[config.mk]
export PLATFORM = sky130hd
export DESIGN_NAME = radix_digit_converter_core
export DESIGN_NICKNAME = d
export VERILOG_FILES = /design/src/rdc_pkg.sv /design/src/radix_digit_converter_core.sv /design/src/rdc_ctrl.sv /design/src/rdc_datapath.sv
export SDC_FILE = /design/constraint.sdc
export NUM_CORES = 1
export LEC_CHECK = 0
export BUFFER_PORTS_ARGS = -buffer_cell sky130_fd_sc_hd__buf_2
export CAP_MARGIN = 0
export CORE_MARGIN = 8
export CORE_UTILIZATION = 60
export CTS_CLUSTER_SIZE = 20
export DETAILED_ROUTE_END_ITERATION = 10
export PLACE_DENSITY_LB_ADDON = 0.1
export SLEW_MARGIN = 5
export SYNTH_ARGS = -nofsm -noshare
export SYNTH_HDL_FRONTEND = slang
export SYNTH_SLANG_ARGS = --single-unit
export TNS_END_PERCENT = 100
[constraint.sdc]
create_clock -name clk -period 3.58 [get_ports clk]
set_clock_uncertainty 0.2 [all_clocks]
set_input_delay 0.358 -clock clk [delete_from_list [all_inputs] [get_ports clk]]
set_output_delay 0.358 -clock clk [all_outputs]
set_load 0.02 [all_outputs]
[src/rdc_pkg.sv]
package rdc_pkg;

  localparam int RADIX_W = 6;
  localparam logic [RADIX_W-1:0] RADIX_MIN   = 6'd2;
  localparam logic [RADIX_W-1:0] RADIX_MAX   = 6'd36;
  localparam logic [RADIX_W-1:0] RADIX_RESET = 6'd10;

  typedef struct packed {
    logic load;
    logic step;
    logic store;
    logic rd;
    logic emit;
  } cmd_t;

  typedef struct packed {
    logic step_last;
    logic quot_zero;
    logic store_full;
    logic idx_zero;
    logic out_free;
  } sts_t;

  function automatic logic [RADIX_W-1:0] clamp_radix(input logic [RADIX_W-1:0] r);
    logic [RADIX_W-1:0] res;
    res = r;
    if (r < RADIX_MIN) begin
      res = RADIX_MIN;
    end else if (r > RADIX_MAX) begin
      res = RADIX_MAX;
    end
    return res;
  endfunction

endpackage

[src/radix_digit_converter_core.sv]
// Channel  Signals                                 Carries
// cfg      cfg_valid / cfg_ready, cfg_data[5:0]    radix register write
// in       in_valid / in_ready, value              one integer per transfer
// out      out_valid / out_ready, digit, last      one digit per transfer, MSD first
//
// Each digit is found on the bit-serial divider and written to the digit store;
// the digits are then read back from the store and loaded into the output register.
// Synchronous active-high reset; radix resets to 10.
// A stalled output holds the digit and pauses readback; a new value is taken
// while the final digit still waits in the output register.
module radix_digit_converter_core
  import rdc_pkg::*;
#(
  parameter int VALUE_WIDTH = 31
) (
  input  logic                   clk,
  input  logic                   rst,
  input  logic                   cfg_valid,
  output logic                   cfg_ready,
  input  logic [RADIX_W-1:0]     cfg_data,
  input  logic                   in_valid,
  output logic                   in_ready,
  input  logic [VALUE_WIDTH-1:0] value,
  output logic                   out_valid,
  input  logic                   out_ready,
  output logic [RADIX_W-1:0]     digit,
  output logic                   last
);

  cmd_t cmd;
  sts_t sts;

  assign cfg_ready = !rst;

  rdc_ctrl u_ctrl (
    .clk      (clk),
    .rst      (rst),
    .in_valid (in_valid),
    .in_ready (in_ready),
    .sts      (sts),
    .cmd      (cmd)
  );

  rdc_datapath #(
    .VALUE_WIDTH (VALUE_WIDTH)
  ) u_datapath (
    .clk       (clk),
    .rst       (rst),
    .cfg_valid (cfg_valid),
    .cfg_data  (cfg_data),
    .value     (value),
    .cmd       (cmd),
    .sts       (sts),
    .out_valid (out_valid),
    .out_ready (out_ready),
    .digit     (digit),
    .last      (last)
  );

endmodule

[src/rdc_ctrl.sv]
module rdc_ctrl
  import rdc_pkg::*;
(
  input  logic clk,
  input  logic rst,
  input  logic in_valid,
  output logic in_ready,
  input  sts_t sts,
  output cmd_t cmd
);

  localparam logic [2:0] ST_IDLE  = 3'd0;
  localparam logic [2:0] ST_DIV   = 3'd1;
  localparam logic [2:0] ST_STORE = 3'd2;
  localparam logic [2:0] ST_RD    = 3'd3;
  localparam logic [2:0] ST_EMIT  = 3'd4;

  logic [2:0] state;
  logic [2:0] state_next;

  always_ff @(posedge clk) begin
    if (rst) begin
      state <= ST_IDLE;
    end else begin
      state <= state_next;
    end
  end

  always_comb begin
    state_next = state;
    cmd        = '0;
    case (state)
      ST_IDLE: begin
        if (in_valid && !rst) begin
          cmd.load   = 1'b1;
          state_next = ST_DIV;
        end
      end
      ST_DIV: begin
        cmd.step = 1'b1;
        if (sts.step_last) begin
          state_next = ST_STORE;
        end
      end
      ST_STORE: begin
        cmd.store = 1'b1;
        if (sts.quot_zero || sts.store_full) begin
          state_next = ST_RD;
        end else begin
          state_next = ST_DIV;
        end
      end
      ST_RD: begin
        cmd.rd     = 1'b1;
        state_next = ST_EMIT;
      end
      ST_EMIT: begin
        if (sts.out_free) begin
          cmd.emit   = 1'b1;
          state_next = sts.idx_zero ? ST_IDLE : ST_RD;
        end
      end
      default: begin
        state_next = ST_IDLE;
      end
    endcase
  end

  assign in_ready = (state == ST_IDLE) && !rst;

`ifndef SYNTH
  a_one_cmd: assert property (@(posedge clk) disable iff (rst)
    $onehot0({cmd.load, cmd.step, cmd.store, cmd.rd, cmd.emit}))
    else $error("more than one datapath command at once");

  a_store_next: assert property (@(posedge clk) disable iff (rst)
    (state == ST_STORE) |=> (state == ST_DIV || state == ST_RD))
    else $error("bad state after store");

  a_final_idle: assert property (@(posedge clk) disable iff (rst)
    (cmd.emit && sts.idx_zero) |=> in_ready)
    else $error("not ready after final digit");
`endif

endmodule

[src/rdc_datapath.sv]
module rdc_datapath
  import rdc_pkg::*;
#(
  parameter int VALUE_WIDTH = 31
) (
  input  logic                   clk,
  input  logic                   rst,
  input  logic                   cfg_valid,
  input  logic [RADIX_W-1:0]     cfg_data,
  input  logic [VALUE_WIDTH-1:0] value,
  input  cmd_t                   cmd,
  output sts_t                   sts,
  output logic                   out_valid,
  input  logic                   out_ready,
  output logic [RADIX_W-1:0]     digit,
  output logic                   last
);

  localparam int DEPTH = VALUE_WIDTH + 1;
  localparam int AW    = $clog2(DEPTH);
  localparam int CW    = $clog2(DEPTH + 1);
  localparam int SW    = $clog2(VALUE_WIDTH);

  logic [RADIX_W-1:0]     radix;
  logic [RADIX_W-1:0]     eff_radix;
  logic [VALUE_WIDTH-1:0] quot;
  logic [RADIX_W-1:0]     part;
  logic [SW-1:0]          step_cnt;
  logic [CW-1:0]          count;
  logic [AW-1:0]          rd_idx;
  logic [RADIX_W-1:0]     rd_data;
  logic [RADIX_W-1:0]     mem [DEPTH];

  logic [RADIX_W:0]       trial;
  logic [RADIX_W:0]       diff;
  logic                   ge;

  assign eff_radix = clamp_radix(radix);
  assign trial     = {part, quot[VALUE_WIDTH-1]};
  assign diff      = trial - {1'b0, eff_radix};
  assign ge        = (trial >= {1'b0, eff_radix});

  always_ff @(posedge clk) begin
    if (rst) begin
      radix <= RADIX_RESET;
    end else if (cfg_valid) begin
      radix <= cfg_data;
    end
  end

  always_ff @(posedge clk) begin
    if (cmd.load) begin
      quot     <= value;
      part     <= '0;
      step_cnt <= SW'(VALUE_WIDTH - 1);
    end else if (cmd.step) begin
      quot     <= {quot[VALUE_WIDTH-2:0], ge};
      part     <= ge ? diff[RADIX_W-1:0] : trial[RADIX_W-1:0];
      step_cnt <= step_cnt - SW'(1);
    end else if (cmd.store) begin
      part     <= '0;
      step_cnt <= SW'(VALUE_WIDTH - 1);
    end
  end

  always_ff @(posedge clk) begin
    if (rst) begin
      count <= '0;
    end else if (cmd.load) begin
      count <= '0;
    end else if (cmd.store) begin
      count <= count + CW'(1);
    end
  end

  always_ff @(posedge clk) begin
    if (cmd.store) begin
      mem[count[AW-1:0]] <= part;
    end
    if (cmd.rd) begin
      rd_data <= mem[rd_idx];
    end
  end

  always_ff @(posedge clk) begin
    if (cmd.store) begin
      rd_idx <= count[AW-1:0];
    end else if (cmd.emit) begin
      rd_idx <= rd_idx - AW'(1);
    end
  end

  always_ff @(posedge clk) begin
    if (rst) begin
      out_valid <= 1'b0;
    end else if (cmd.emit) begin
      out_valid <= 1'b1;
    end else if (out_ready) begin
      out_valid <= 1'b0;
    end
  end

  always_ff @(posedge clk) begin
    if (cmd.emit) begin
      digit <= rd_data;
      last  <= (rd_idx == '0);
    end
  end

  assign sts.step_last  = (step_cnt == '0);
  assign sts.quot_zero  = (quot == '0);
  assign sts.store_full = (count == CW'(DEPTH - 1));
  assign sts.idx_zero   = (rd_idx == '0);
  assign sts.out_free   = !out_valid || out_ready;

`ifndef SYNTH
  a_rem_range: assert property (@(posedge clk) disable iff (rst)
    cmd.store |-> (part < eff_radix))
    else $error("remainder not below radix");

  a_emit_valid: assert property (@(posedge clk) disable iff (rst)
    cmd.emit |=> out_valid)
    else $error("emitted digit not presented");

  a_load_clear: assert property (@(posedge clk) disable iff (rst)
    cmd.load |=> (count == '0))
    else $error("digit count not cleared on load");
`endif

endmodule

==> results.md <==
Layout:
- The final standard cell area without fillers is approximately 13000 um^2.
- The total inserted antenna cells is 0.
- The finished layout holds around 1200 standard cells, fillers aside.
- The total of fill cells in the finished design is 1208.
- The total number of nets in the final design is about 960.
- The area growth from synthesis to layout is 14.94%.
- The share of layout cells above drive strength 1 is around 14%.
- Measured on the finished design, the core utilization comes to 70.23%.

Worst setup path:
- In this run the worst path has a maximum fanout of 4.
- The endpoint identified for the worst register-to-register timing path is u_datapath.part[5].
- The depth of the worst register-to-register path is 11.
- Data on the critical path arrives at its endpoint at 2910 ps.
- The critical path is of the flop to flop type.
- The startpoint identified for the worst register-to-register timing path is u_datapath.radix[3].
- For the worst setup path, the data required time is ~3800 ps.
- The sort of element at the end of the critical path is a flop.
- The setup check on the worst reg-to-reg path leaves a slack of 870 ps.
- The nature of the critical path startpoint is a flop.

Logic synthesis:
- The count of synthesis-stage warnings from yosys is 0.
- The cell taking the most area after synthesis is edfxtp_1.
- Synthesis instantiated 60 different standard cells from the library.
- The library cell with the highest instance count after synthesis is edfxtp_1.
- The number of synthesized flops with an enable pin is between 200 and 250.
- The dominant synthesized flop cell is edfxtp_1.
- The synthesized design contains about 270 register bits.
- Sequential elements use between 60% and 70% of the synthesized area.
- The cell count after synthesis is about 810.
- After synthesis, the most frequently instantiated cells are edfxtp_1 (241), nand2_1 (128), mux2i_1 (81).
- By area the synthesized netlist is led by edfxtp_1 (64%), mux2i_1 (7.1%), dfxtp_1 (4.7%), nand2_1 (4.2%), a22oi_1 (2.4%).
- The mean instance size in the synthesized netlist is ~14 um^2.
- The async set-reset flop share out of synthesis is 0%.
- The number of nets handed over by synthesis was 870.
- The post-synthesis cell area is about 11000 um^2.
- After synthesis, the largest area contributor takes up between 60% and 70% of total cell area.

Die:
- For this configuration, the core starts out at a cell density of 61.11%.
- The floorplan step defined a die boundary enclosing between 20000 and 25000 um^2.
- Measured along the y axis, the die boundary spans between 150 and 200 um.
- In this run the horizontal extent of the chip is 153.8 um.
- The floorplan has 50 rows.
- During I/O placement, the number of pins put on the boundary was 52.
- After floorplanning, the core was sized to cover between 15000 and 20000 um^2.

Timing:
- The shortest clock period the worst path allows after layout is 2714 ps.
- Setup violations remaining at the end of the flow were counted as 0.
- The number of slew-limit violations in the final report is 0.
- The final worst-path cycle share is around three quarters.
- For the final routed database, the setup TNS stands at 0 ps.
- The timing-limited maximum frequency is 368.5 MHz.
- The transition time at the pin with the least slew margin is approximately 1100 ps.
- The worst-case headroom to the max-slew limit is between 20% and 30%.
- Setup repair after global routing left no endpoint under its margin.
- The number of hold violations in the final report is 0.

Pwr:
- The clock network accounts for between 30% and 40% of the total power.
- The total internal power is around 5.7 mW.
- The share of total power dissipated in sequential elements is between 50 and 60%.
- The combinational fraction of design power is 13.3%.
- The leakage power summed over all cells is 4.816 nW.
- Of the total power, the share spent switching nets is around 25%.
- Summed over all nets, the switching power comes to 1.888 mW.
- The worst-case IR drop observed on VDD is around 0.40 mV.
- The power density over the cells is 580.4 nW/um^2.

Clocking:
- The clock drives 268 sinks.
- The clock transition at the registers of the reported paths is around 60 ps.
- The cell sitting at the root of the clock tree is a clkbuf_16.
- The depth of the CTS H-tree is 1.
- The TritonCTS clock tree is yes.
- For the worst-skew pair, the clock arrives at the later sink with an insertion delay of about 520 ps.
- The maximum buffer depth of the clock tree is 3.
- The total CTS buffers is 27.

Global routing:
- The total routing resource utilization after global routing is a little over a fifth.
- The number of antenna violations at the first check in global routing is 0.
- Summed over all layers, the global routing overflow is 0.
- The largest net degree at the start of global routing is 38.
- The number of global-route vias before repair is roughly 7000.
- The first-pass GRT wire length is 39240 um.

Hold path:
- The worst hold-check path type is input pin to flop.
- The worst hold path endpoint is u_ctrl.state[0].
- The worst hold path depth is 3.
- The launch point of the worst hold path is in_valid.

Detailed routing:
- The pre-antenna-repair detailed-routing pass consisted of 8 iterations.
- The total wire length after detailed routing is around 25000 um.
- The per-cell via count in the routed design is 6.126.
- The average wire length per cell after detail routing is about 22 um.
- For this run, design rule violations remaining after detail routing come to 0.
- The number of routed nets with antenna violations is 0.
- After the first detailed-routing iteration, the DRC count stood at roughly 550.
- The total vias in the final route is between 7000 and 8000.

Placed design:
- The number of input and output port buffers inserted is 51.
- The placer congestion estimate is 0.8364.
- Summing all placed instances gives a cell area of roughly 12000 um^2.
- Detailed placement finished with a half-perimeter wire length of about 16000 um.
- The cell count after placement is 1072.

Flow run:
- The count of max-cap constraint violations is 0.

Status:
- The run finished with clean final reports.
## layout by cell type, fill, tap and decap left out, types with 3 or more instances in the layout
master         Yosys  layout
or3_1              3       3
and3_1             3       3
nand3_1           16      16
a21oi_1           17      17
buf_2             13      51
dfxtp_1           27      27
nand2_1          128     128
o21a_1             3       3
clkinv_1           0       7
bufinv_16          0       3
dlygate4sd3_1      0      39
nor2_1            62      62
xor2_1             5       5
mux4_2            12      12
ha_1              15      15
nand4_1           16      16
buf_4              9      14
nor4_1             9       9
mux2i_1           81      81
clkbuf_16          0      27
nor2b_1            5       5
edfxtp_1         241     241
xnor2_1            4       4
nand2b_1           6       6
and2_1             6       6
o21ai_0            9       9
nor3_1            13      13
a22oi_1           36      36
clkinv_2           0       8
inv_1             14      14
## state kept, by name, summed over array words and instances (netlist names), 3 cells and up
name,cells
u_datapath.rd_data,6
u_datapath.step_cnt,5
u_datapath.rd_idx,5
u_ctrl.state,3
u_datapath.digit,6
u_datapath.mem,192
u_datapath.radix,6
u_datapath.quot,31
u_datapath.count,6
u_datapath.part,6
## through the flow
stage | power [mW] | setup WS, ps | hold slack (ps)
floorplan | 4.538 | 1126 | 200.3
global placement | 4.859 | 955.9 | 213.5
detailed placement | 4.902 | 876.8 | 211.7
CTS | 7.619 | 856.1 | 12.54
global route | 7.851 | 682.5 | 50.92
finish | 7.599 | 866.4 | 28.09
## routing by layer
metal	up-vias	global-route usage (%)	wire length, um
met4	0	6.953	644
met2	327	35.08	12270
met5	-	0	0
li1	3242	-	-
met1	3487	27.27	10160
met3	50	4.092	1869
## cell families after synthesis
kind of cell	after synthesis	share of synthesized area, %
AO/OA/AOI/OAI	87	5.535
buffers and inverters	55	2.581
adder cells (fa/ha/maj)	16	1.823
AND/OR/NAND/NOR	283	11.51
multiplexers	94	9.588
flip-flops	268	68.27
XOR/XNOR	9	0.6919
## worst max path at each step
| stage | startpoint | slack, ps | end |
|---|---|---|---|
| after floorplan | u_datapath.radix[2] | 1130 | u_datapath.part[5] |
| after global routing | u_ctrl.state[1] | 680 | u_datapath.mem[20][0] |
| after global placement | u_datapath.radix[2] | 960 | u_datapath.part[5] |
| after detailed placement | u_datapath.radix[2] | 880 | u_datapath.part[5] |
| after CTS | u_datapath.radix[2] | 860 | u_datapath.part[5] |
| final | u_datapath.radix[3] | 870 | u_datapath.part[5] |
## worst max-delay path, stage by stage, from the launching register on
cell and delay (ps):
dfxtp_1 340, nor3_1 370, nand2_1 90, nand2_1 80, o21a_1 160, inv_1 60
ha_1 290, nand2b_1 80, o2bb2ai_1 190, o211a_1 300, a2111oi_1 360, o31ai_2 90
## timing repair
action,4_1_cts,5_1_grt
hold endpoints to repair,37,0
hold buffers,39,0
resized for setup,0,0
setup buffers,0,0
## power by group through the flow
stage	logic, mW	clock network [mW]	registers (mW)
finish	1.01	2.72	3.87
floorplan	0.512	0	4.03
detailed placement	0.969	0	3.93
CTS	1.00	2.75	3.87
global route	1.10	2.86	3.88
global placement	0.933	0	3.93
## cell type report
cell class	instances	area (um^2)	share of cell area (%)
Sequential cell	268	7777	59.40
Multi-Input combinational cell	489	3321	25.36
Timing Repair Buffer	106	790.8	6.039
Clock buffer	28	679.4	5.189
Tap cell	234	292.8	2.236
Clock inverter	21	180.2	1.376
Inverter	14	52.55	0.4013
(Power assumes the default switching activity.)
